--- src/design/suks_pkg.sv ---
// Shared types and constants for the sorted unique key set.
// Holds the request codes, the fixed field widths and the compare status struct.
// No dependencies; every other design file refers to it by scoped names.
package suks_pkg;

  // Field widths of the request and response transactions
  localparam int unsigned REQ_TYPE_W = 2;
  localparam int unsigned KEY_IN_W   = 16;
  localparam int unsigned COUNT_W    = 7;

  // Defaults for the top-level parameters
  localparam int unsigned DEF_CAPACITY  = 64;
  localparam int unsigned DEF_KEY_WIDTH = 16;

  // Request codes; code 3 is unused and answered without any change
  localparam logic [REQ_TYPE_W-1:0] REQ_INSERT = 2'd0;
  localparam logic [REQ_TYPE_W-1:0] REQ_DELETE = 2'd1;
  localparam logic [REQ_TYPE_W-1:0] REQ_LOOKUP = 2'd2;

  // Result of comparing the stored key on the read port against the request key
  typedef struct packed {
    logic lt;  // stored key below request key
    logic eq;  // stored key equal to request key
  } cmp_t;

endpackage

--- src/design/suks_if.sv ---
// Handshake interfaces for the request and response channels of the key set.
// Depends on suks_pkg for the field widths.
interface suks_req_if;
  logic                              valid;
  logic                              ready;
  logic [suks_pkg::REQ_TYPE_W-1:0]   req_type;
  logic [suks_pkg::KEY_IN_W-1:0]     key;

  modport source (output valid, req_type, key, input ready);
  modport sink   (input valid, req_type, key, output ready);
endinterface

interface suks_rsp_if;
  logic                           valid;
  logic                           ready;
  logic                           success;
  logic                           store_full;
  logic [suks_pkg::COUNT_W-1:0]   key_count;

  modport source (output valid, success, store_full, key_count, input ready);
  modport sink   (input valid, success, store_full, key_count, output ready);
endinterface

--- src/design/suks_store.sv ---
// Key memory of the sorted set with one write port, one registered read port
// and the single shared magnitude comparator. Depends on suks_pkg.
module suks_store #(
  parameter int unsigned CAPACITY  = suks_pkg::DEF_CAPACITY,
  parameter int unsigned KEY_WIDTH = suks_pkg::DEF_KEY_WIDTH,
  localparam int unsigned AW = $clog2(CAPACITY)
) (
  input  logic                 clk,
  input  logic                 wr_en,
  input  logic [AW-1:0]        wr_addr,
  input  logic [KEY_WIDTH-1:0] wr_data,
  input  logic [AW-1:0]        rd_addr,
  input  logic [KEY_WIDTH-1:0] key,
  output logic [KEY_WIDTH-1:0] rd_data,
  output suks_pkg::cmp_t       cmp
);

  logic [KEY_WIDTH-1:0] mem [CAPACITY];
  logic [KEY_WIDTH-1:0] rd_data_r;

  // Write one entry, read one entry per cycle
  always_ff @(posedge clk) begin
    if (wr_en) begin
      mem[wr_addr] <= wr_data;
    end
    rd_data_r <= mem[rd_addr];
  end

  assign rd_data = rd_data_r;

  // Compare the last read entry against the request key
  always_comb begin
    cmp.lt = rd_data_r < key;
    cmp.eq = rd_data_r == key;
  end

endmodule

--- src/design/sorted_unique_key_set.sv ---
// Sorted unique key set: top level with the request sequencer.
// Depends on suks_pkg, suks_if (suks_req_if, suks_rsp_if) and suks_store.
//
// Usage:
//   in_req  : request transactions (req_type, key). req_type 0 inserts, 1 deletes,
//             2 looks up the key; code 3 is answered without change. Only the low
//             KEY_WIDTH bits of key count.
//   out_rsp : one response transaction per request: success, store_full and
//             key_count, the number of keys held after the request.
//   Keys sit in ascending order in a CAPACITY-entry memory. A serial scan reads one
//   entry per cycle up to the first key not below the request key; an insert or
//   delete then moves the tail of the list one entry per cycle.
//   An empty set skips the scan and goes straight to the decision.
//   in_req.ready is high only while the sequencer waits for a request. A finished
//   response waits in an output register while the next request is taken; only the
//   following response waits on out_rsp.ready.
//   Reset (rst_n low, synchronous) empties the set and drops any pending response;
//   memory is not cleared, entries at or above the count are never used.
module sorted_unique_key_set #(
  parameter int unsigned CAPACITY  = suks_pkg::DEF_CAPACITY,
  parameter int unsigned KEY_WIDTH = suks_pkg::DEF_KEY_WIDTH
) (
  input  logic        clk,
  input  logic        rst_n,
  suks_req_if.sink    in_req,
  suks_rsp_if.source  out_rsp
);

  localparam int unsigned AW = $clog2(CAPACITY);
  localparam int unsigned CW = $clog2(CAPACITY + 1);
  localparam logic [CW-1:0] ONE     = CW'(1);
  localparam logic [CW-1:0] CAP_CNT = CW'(CAPACITY);

  typedef enum logic [6:0] {
    ST_IDLE   = 7'b0000001,
    ST_SCAN   = 7'b0000010,
    ST_DECIDE = 7'b0000100,
    ST_INS    = 7'b0001000,
    ST_PUT    = 7'b0010000,
    ST_DEL    = 7'b0100000,
    ST_DONE   = 7'b1000000
  } state_t;

  state_t                          state_r, state_nxt;
  logic [suks_pkg::REQ_TYPE_W-1:0] req_r, req_nxt;
  logic [KEY_WIDTH-1:0]            key_r, key_nxt;
  logic [CW-1:0]                   count_r, count_nxt;
  logic [CW-1:0]                   pos_r, pos_nxt;
  logic [CW-1:0]                   idx_r, idx_nxt;
  logic [CW-1:0]                   dst_r, dst_nxt;
  logic                            rdv_r, rdv_nxt;
  logic                            present_r, present_nxt;
  logic                            ok_r, ok_nxt;
  logic                            full_r, full_nxt;
  logic                            out_vld_r, out_vld_nxt;
  logic                            out_succ_r, out_succ_nxt;
  logic                            out_full_r, out_full_nxt;
  logic [suks_pkg::COUNT_W-1:0]    out_cnt_r, out_cnt_nxt;

  logic                 wr_en;
  logic [AW-1:0]        wr_addr;
  logic [KEY_WIDTH-1:0] wr_data;
  logic [AW-1:0]        rd_addr;
  logic [KEY_WIDTH-1:0] rd_data;
  suks_pkg::cmp_t       cmp;

  suks_store #(
    .CAPACITY  (CAPACITY),
    .KEY_WIDTH (KEY_WIDTH)
  ) u_store (
    .clk     (clk),
    .wr_en   (wr_en),
    .wr_addr (wr_addr),
    .wr_data (wr_data),
    .rd_addr (rd_addr),
    .key     (key_r),
    .rd_data (rd_data),
    .cmp     (cmp)
  );

  assign in_req.ready       = (state_r == ST_IDLE);
  assign out_rsp.valid      = out_vld_r;
  assign out_rsp.success    = out_succ_r;
  assign out_rsp.store_full = out_full_r;
  assign out_rsp.key_count  = out_cnt_r;

  // Sequencer: scan for the sorted place, then, for an insert or delete, shift and write
  always_comb begin
    state_nxt    = state_r;
    req_nxt      = req_r;
    key_nxt      = key_r;
    count_nxt    = count_r;
    pos_nxt      = pos_r;
    idx_nxt      = idx_r;
    dst_nxt      = dst_r;
    rdv_nxt      = rdv_r;
    present_nxt  = present_r;
    ok_nxt       = ok_r;
    full_nxt     = full_r;
    out_vld_nxt  = out_vld_r;
    out_succ_nxt = out_succ_r;
    out_full_nxt = out_full_r;
    out_cnt_nxt  = out_cnt_r;
    rd_addr      = idx_r[AW-1:0];
    wr_en        = 1'b0;
    wr_addr      = dst_r[AW-1:0];
    wr_data      = rd_data;

    // Drop the response once the receiver takes it
    if (out_vld_r && out_rsp.ready) begin
      out_vld_nxt = 1'b0;
    end

    unique case (state_r)
      ST_IDLE: begin
        if (in_req.valid) begin
          req_nxt     = in_req.req_type;
          key_nxt     = KEY_WIDTH'(in_req.key);
          idx_nxt     = '0;
          rdv_nxt     = 1'b0;
          pos_nxt     = '0;
          present_nxt = 1'b0;
          state_nxt   = (count_r == '0) ? ST_DECIDE : ST_SCAN;
        end
      end

      // Read one entry per cycle; compare the entry read in the previous cycle
      ST_SCAN: begin
        idx_nxt = idx_r + ONE;
        rdv_nxt = 1'b1;
        if (rdv_r) begin
          if (!cmp.lt) begin
            pos_nxt     = idx_r - ONE;
            present_nxt = cmp.eq;
            state_nxt   = ST_DECIDE;
          end else if (idx_r == count_r) begin
            pos_nxt     = count_r;
            present_nxt = 1'b0;
            state_nxt   = ST_DECIDE;
          end
        end
      end

      ST_DECIDE: begin
        rdv_nxt   = 1'b0;
        ok_nxt    = 1'b0;
        full_nxt  = 1'b0;
        state_nxt = ST_DONE;
        case (req_r)
          suks_pkg::REQ_INSERT: begin
            if (!present_r) begin
              if (count_r == CAP_CNT) begin
                full_nxt = 1'b1;
              end else begin
                ok_nxt = 1'b1;
                if (pos_r == count_r) begin
                  state_nxt = ST_PUT;
                end else begin
                  idx_nxt   = count_r - ONE;
                  dst_nxt   = count_r;
                  state_nxt = ST_INS;
                end
              end
            end
          end
          suks_pkg::REQ_DELETE: begin
            if (present_r) begin
              ok_nxt = 1'b1;
              if (pos_r + ONE == count_r) begin
                count_nxt = count_r - ONE;
              end else begin
                idx_nxt   = pos_r + ONE;
                dst_nxt   = pos_r;
                state_nxt = ST_DEL;
              end
            end
          end
          suks_pkg::REQ_LOOKUP: begin
            ok_nxt = present_r;
          end
          default: begin
            ok_nxt = 1'b0;
          end
        endcase
      end

      // Move entries up by one, from the top down to the sorted place
      ST_INS: begin
        idx_nxt = idx_r - ONE;
        rdv_nxt = 1'b1;
        if (rdv_r) begin
          wr_en   = 1'b1;
          dst_nxt = dst_r - ONE;
          if (dst_r == pos_r + ONE) begin
            state_nxt = ST_PUT;
          end
        end
      end

      // Write the new key into the freed place
      ST_PUT: begin
        wr_en     = 1'b1;
        wr_addr   = pos_r[AW-1:0];
        wr_data   = key_r;
        count_nxt = count_r + ONE;
        state_nxt = ST_DONE;
      end

      // Move entries down by one over the deleted place
      ST_DEL: begin
        idx_nxt = idx_r + ONE;
        rdv_nxt = 1'b1;
        if (rdv_r) begin
          wr_en   = 1'b1;
          dst_nxt = dst_r + ONE;
          if (dst_r + ONE == count_r - ONE) begin
            count_nxt = count_r - ONE;
            state_nxt = ST_DONE;
          end
        end
      end

      // Hand the result to the output register once it is free
      ST_DONE: begin
        if (!out_vld_r || out_rsp.ready) begin
          out_vld_nxt  = 1'b1;
          out_succ_nxt = ok_r;
          out_full_nxt = full_r;
          out_cnt_nxt  = suks_pkg::COUNT_W'(count_r);
          state_nxt    = ST_IDLE;
        end
      end

      default: begin
        state_nxt = ST_IDLE;
      end
    endcase
  end

  // Control state
  always_ff @(posedge clk) begin
    if (!rst_n) begin
      state_r   <= ST_IDLE;
      count_r   <= '0;
      rdv_r     <= 1'b0;
      out_vld_r <= 1'b0;
    end else begin
      state_r   <= state_nxt;
      count_r   <= count_nxt;
      rdv_r     <= rdv_nxt;
      out_vld_r <= out_vld_nxt;
    end
  end

  // Payload and working registers
  always_ff @(posedge clk) begin
    req_r      <= req_nxt;
    key_r      <= key_nxt;
    pos_r      <= pos_nxt;
    idx_r      <= idx_nxt;
    dst_r      <= dst_nxt;
    present_r  <= present_nxt;
    ok_r       <= ok_nxt;
    full_r     <= full_nxt;
    out_succ_r <= out_succ_nxt;
    out_full_r <= out_full_nxt;
    out_cnt_r  <= out_cnt_nxt;
  end

  // The set never holds more than its capacity
  a_count_bound: assert property (@(posedge clk) disable iff (!rst_n)
    count_r <= CAP_CNT)
    else $error("key count above capacity");

  // The count moves by at most one per cycle
  a_count_step: assert property (@(posedge clk) disable iff (!rst_n)
    1'b1 |=> (count_r == $past(count_r) || count_r == $past(count_r) + ONE ||
              count_r == $past(count_r) - ONE))
    else $error("key count jumped");

  // A refused insert reports a full store and no success
  a_full_resp: assert property (@(posedge clk) disable iff (!rst_n)
    (out_vld_r && out_full_r) |->
      (!out_succ_r && out_cnt_r == suks_pkg::COUNT_W'(CAP_CNT)))
    else $error("full flag with inconsistent response");

  // The memory is written only while shifting or placing a key
  a_write_phase: assert property (@(posedge clk) disable iff (!rst_n)
    wr_en |-> (state_r == ST_INS || state_r == ST_PUT || state_r == ST_DEL))
    else $error("memory write outside an update");

endmodule
--- src/flat_wrapper.sv ---
// flat-port wrapper written by rule: the top's interface ports become plain ports
module sorted_unique_key_set_flat 
#(
  parameter int unsigned CAPACITY  = suks_pkg::DEF_CAPACITY,
  parameter int unsigned KEY_WIDTH = suks_pkg::DEF_KEY_WIDTH
)
  (clk, rst_n, in_req_valid, in_req_req_type, in_req_key, in_req_ready, out_rsp_valid, out_rsp_success, out_rsp_store_full, out_rsp_key_count, out_rsp_ready);
  suks_req_if in_req_i ();
  suks_rsp_if out_rsp_i ();
  input  logic clk;
  input  logic rst_n;
  input wire logic [$bits(in_req_i.valid)-1:0] in_req_valid;
  input wire logic [$bits(in_req_i.req_type)-1:0] in_req_req_type;
  input wire logic [$bits(in_req_i.key)-1:0] in_req_key;
  output wire logic [$bits(in_req_i.ready)-1:0] in_req_ready;
  output wire logic [$bits(out_rsp_i.valid)-1:0] out_rsp_valid;
  output wire logic [$bits(out_rsp_i.success)-1:0] out_rsp_success;
  output wire logic [$bits(out_rsp_i.store_full)-1:0] out_rsp_store_full;
  output wire logic [$bits(out_rsp_i.key_count)-1:0] out_rsp_key_count;
  input wire logic [$bits(out_rsp_i.ready)-1:0] out_rsp_ready;
  assign in_req_i.valid = in_req_valid;
  assign in_req_i.req_type = in_req_req_type;
  assign in_req_i.key = in_req_key;
  assign in_req_ready = in_req_i.ready;
  assign out_rsp_valid = out_rsp_i.valid;
  assign out_rsp_success = out_rsp_i.success;
  assign out_rsp_store_full = out_rsp_i.store_full;
  assign out_rsp_key_count = out_rsp_i.key_count;
  assign out_rsp_i.ready = out_rsp_ready;
  sorted_unique_key_set #(.CAPACITY(CAPACITY), .KEY_WIDTH(KEY_WIDTH)) u_core (.clk(clk), .rst_n(rst_n), .in_req(in_req_i), .out_rsp(out_rsp_i));
endmodule
--- config.mk ---
export PLATFORM = sky130hd
export DESIGN_NAME = sorted_unique_key_set_flat
export DESIGN_NICKNAME = d
export VERILOG_FILES = /design/src/design/suks_pkg.sv /design/src/design/suks_if.sv /design/src/design/suks_store.sv /design/src/design/sorted_unique_key_set.sv /design/src/flat_wrapper.sv
export SDC_FILE = /design/constraint.sdc
export NUM_CORES = 1
export LEC_CHECK = 0
export ABC_AREA = 1
export BUFFER_PORTS_ARGS = -buffer_cell sky130_fd_sc_hd__buf_2
export CAP_MARGIN = 20
export CORE_MARGIN = 2
export CORE_UTILIZATION = 55
export DETAILED_ROUTE_END_ITERATION = 10
export PLACE_DENSITY_LB_ADDON = 0.15
export SLEW_MARGIN = 20
export SYNTH_ARGS = -nofsm -noshare
export SYNTH_HDL_FRONTEND = slang
export SYNTH_SLANG_ARGS = --single-unit
--- constraint.sdc ---
create_clock -name clk -period 6.1 [get_ports clk]
set_clock_uncertainty 0.2 [all_clocks]
set_input_delay 1.525 -clock clk [delete_from_list [all_inputs] [get_ports clk]]
set_output_delay 1.525 -clock clk [all_outputs]
set_load 0.01 [all_outputs]
==> impl_metrics.yaml <==
pwr:
  pwr-share-comb: 0.326
  pwr-share-clk: 0.275
  ir_worst_vdd_mv: 0.3210
  intPower_w: 0.01552
  switchingPower_w: 0.009317
  power_w: 0.02484
  power_leakage_nw: 16.89
  p_per_area_mw_per_mm2: 488.2
  p_sw_frac: 0.3751
  seq_power_share: 0.399
die:
  die-height_um: 292.3
  start_util: 0.5559
  core-area_sq_mm: 0.08224
  die_x_um: 292.3
  die_area_sq_mm: 0.08545
  num_rows: 105
  ios: 33
clocking:
  cts-root-buf: "clkbuf_16"
  hold_buffers: 0
  cts.path.max_buffers: 3
  ctsResizeCount: 0
  cts_setup_buffers: 0
  cts_made_buffers: 112
  clock_latency_ns: 0.70
  clkTransAtPathRegs_ns: 0.07
  h-tree-depth: 3
  clock-sinks: 1107
  cts_tree: "done"
sta:
  hold_viol: 0
  rsz0062_at_grt: "false"
  min_period_ns: 3.863
  hold_ws_ns: 0.2389
  final.period_utilization: 0.6333
  slew_headroom: 0.2138
  fin_ws_ns: 2.237
  setup_violations: 0
  worst_slew_pin_slew_ns: 1.175
  fmax_mhz: 258.9
  drv_slew: 0
  fin_tns_setup_ns: 0
yosys:
  syn_area_sq_mm: 0.04572
  synthCells: 3574
  ys_seq_area_frac: 0.7201
  synth_top_area_frac: 0.7061
  synth.distinct_cells: 55
  synth_area_leaders: "edfxtp_1 (71%), o21ai_0 (5.8%), nor2_1 (5.0%)"
  synth_nets: 3623
  yosys.area.top_type: "edfxtp_1"
  yosysWarnings: 0
  avgSynthCellArea_sq_um: 12.79
  synth.ff_latch_count: 1107
hold_path:
  hp-class: "reg -> reg"
  whs_path_depth: 0
  hold_start: "u_core.ok_r$_DFFE_PP_"
routing:
  routedWlPerCell_um: 26.76
  drt.antenna.violating_nets: 0
  first_iter_violations: 3803
  drc: 0
  wl_um: 126900
  vias: 30120
  viasPerCell: 6.350
  drt_pass1_iterations: 6
grt:
  grt_pass1_wl_um: 187000
  antenna_found_initial: 0
  grt_use_total: 0.2951
  grt_pass1_vias: 28333
  grt_max_degree: 189
  gr-total-overflow: 0
place:
  dp_slack_ns: 2.230
  detailed_place_hpwl_um: 73070
  port_buffers: 32
  routabilityCongestion: 0.9013
cells_and_area:
  fill_cells: 6173
  nets: 3632
  area_growth_syn_to_layout_pct: 11.29
  multi_input_area_sq_mm: 0.01145
  final_core_utilization: 0.6187
  layout-drive-gt1-share: 0.1032
  diodes: 0
  layout.area.seq_sq_mm: 0.03292
worst_setup_path:
  setup.worst_path.end_class: "flop"
  critPathLaunchType: "flop"
  crit_type: "reg -> reg"
  startpoint: "u_core.idx_r[2]$_DFFE_PP_"
  r2r_start: "u_core.idx_r[2]$_DFFE_PP_"
  arrival_ns: 4.29
  path_max_fanout: 40
  cp_data_required_time_ns: 6.52
  reg2regPathDepth: 7
flow_run:
  cap_violations: 0
status:
  status: "finished, final reports clean"
[power groups by stage]
stage / logic (W) / registers [W] / clock network (W)
floorplan: 0.00493 / 0.0100 / 0
global placement: 0.00776 / 0.0101 / 0
detailed placement: 0.00798 / 0.0101 / 0
CTS: 0.00800 / 0.00991 / 0.00689
global route: 0.00870 / 0.00992 / 0.00719
finish: 0.00810 / 0.00992 / 0.00682
[worst max-delay path: stages (launching register included)]
cell,delay (ns)
edfxtp_1,0.93
clkinv_2,0.85
buf_4,0.55
o221ai_1,0.17
nand3_1,0.18
nand3_1,0.32
nand3_1,0.37
nand3_1,0.17
[cells in the final DEF, fill, tap and decap left out, types with 6 or more instances in the layout]
master | synthesis | routed
dfxtp_1 | 32 | 32
clkbuf_1 | 155 | 27
edfxtp_1 | 1075 | 1075
nor2_2 | 4 | 7
a21oi_1 | 31 | 31
nand2_1 | 257 | 257
o22ai_1 | 43 | 43
nand2_4 | 7 | 7
o211ai_1 | 43 | 43
o21ai_0 | 528 | 512
buf_12 | 0 | 6
clkbuf_16 | 0 | 114
nor3_1 | 13 | 13
xor2_1 | 18 | 18
ha_1 | 27 | 27
nand3_1 | 206 | 206
buf_4 | 21 | 99
o221ai_1 | 219 | 219
nor2_1 | 605 | 602
o21ai_4 | 4 | 20
inv_2 | 18 | 16
mux2i_1 | 32 | 32
bufinv_16 | 0 | 12
clkinv_1 | 1 | 25
nand2_2 | 6 | 6
inv_1 | 93 | 92
nand4_1 | 8 | 8
buf_2 | 60 | 32
clkinv_2 | 1 | 16
xnor2_1 | 12 | 12
[area by class of cell]
| cell class | count | share of cell area |
|---|---|---|
| multi-input cells | 2107 | 0.2251 |
| repair buffers | 140 | 0.02085 |
| well taps | 1070 | 0.02631 |
| clock inverters | 60 | 0.01276 |
| flip-flops and latches | 1107 | 0.6470 |
| clock buffers | 144 | 0.05887 |
| inverters | 115 | 0.009025 |
[registers in the layout (all words and copies together) (netlist names), 2 cells and up]
register	flops
u_core.out_rsp.key_count	7
u_core.pos_r	7
u_core.key_r	16
u_core.idx_r	7
u_core.count_r	7
u_core.u_store.rd_data	16
u_core.u_store.mem	1024
u_core.state_r	7
u_core.req_r	2
u_core.dst_r	7
[logic make-up (layout without fill, tap and decap cells)]
logic type / Yosys count / in the layout / share of synthesized area
multiplexers: 32 / 32 / 0.007006
flip-flops: 1107 / 1107 / 0.7201
AO/OA/AOI/OAI: 885 / 885 / 0.1206
adder cells (fa/ha/maj): 27 / 27 / 0.007389
AND/OR/NAND/NOR: 1133 / 1133 / 0.1056
buffers and inverters: 360 / 459 / 0.03361
XOR/XNOR: 30 / 30 / 0.005747
[stage by stage]
stage	instances	cell area (sq um)
global route	4743	50880
finish	4743	50880
floorplan	3574	45720
global placement	4536	47190
detailed placement	4538	47220
CTS	4742	50870
[layer usage]
layer,track usage,up-vias,share of wire
li1,-,13363,-
met1,0.4312,15044,0.42
met2,0.4596,1488,0.46
met3,0.04780,225,0.090
met4,0.09193,0,0.030
met5,0,-,0
[synthesized netlist by cell type (all sizes together)]
master	instances
a21boi	1
a21oi	32
a221oi	1
a22oi	1
a32oi	1
and3	1
buf	89
clkbuf	156
clkinv	2
dfxtp	32
edfxtp	1075
ha	27
inv	113
mux2i	32
nand2	270
nand3	213
nand3b	2
nand4	11
nor2	613
nor3	18
nor4	4
o2111ai	1
o211ai	43
o21a	1
o21ai	537
o21bai	4
o221ai	219
o22ai	43
o31ai	1
or2	1
xnor2	12
xor2	18
[path summary, 6_finish.rpt]
kind,end,slack [ns]
min reg2reg,u_core.out_rsp.success$_DFFE_PP_,0.24
min,u_core.out_rsp.success$_DFFE_PP_,0.24
max,u_core.u_store.rd_data[12]$_DFF_P_,2.24
max reg2reg,u_core.u_store.rd_data[12]$_DFF_P_,2.24
(Power assumes the default switching activity.)
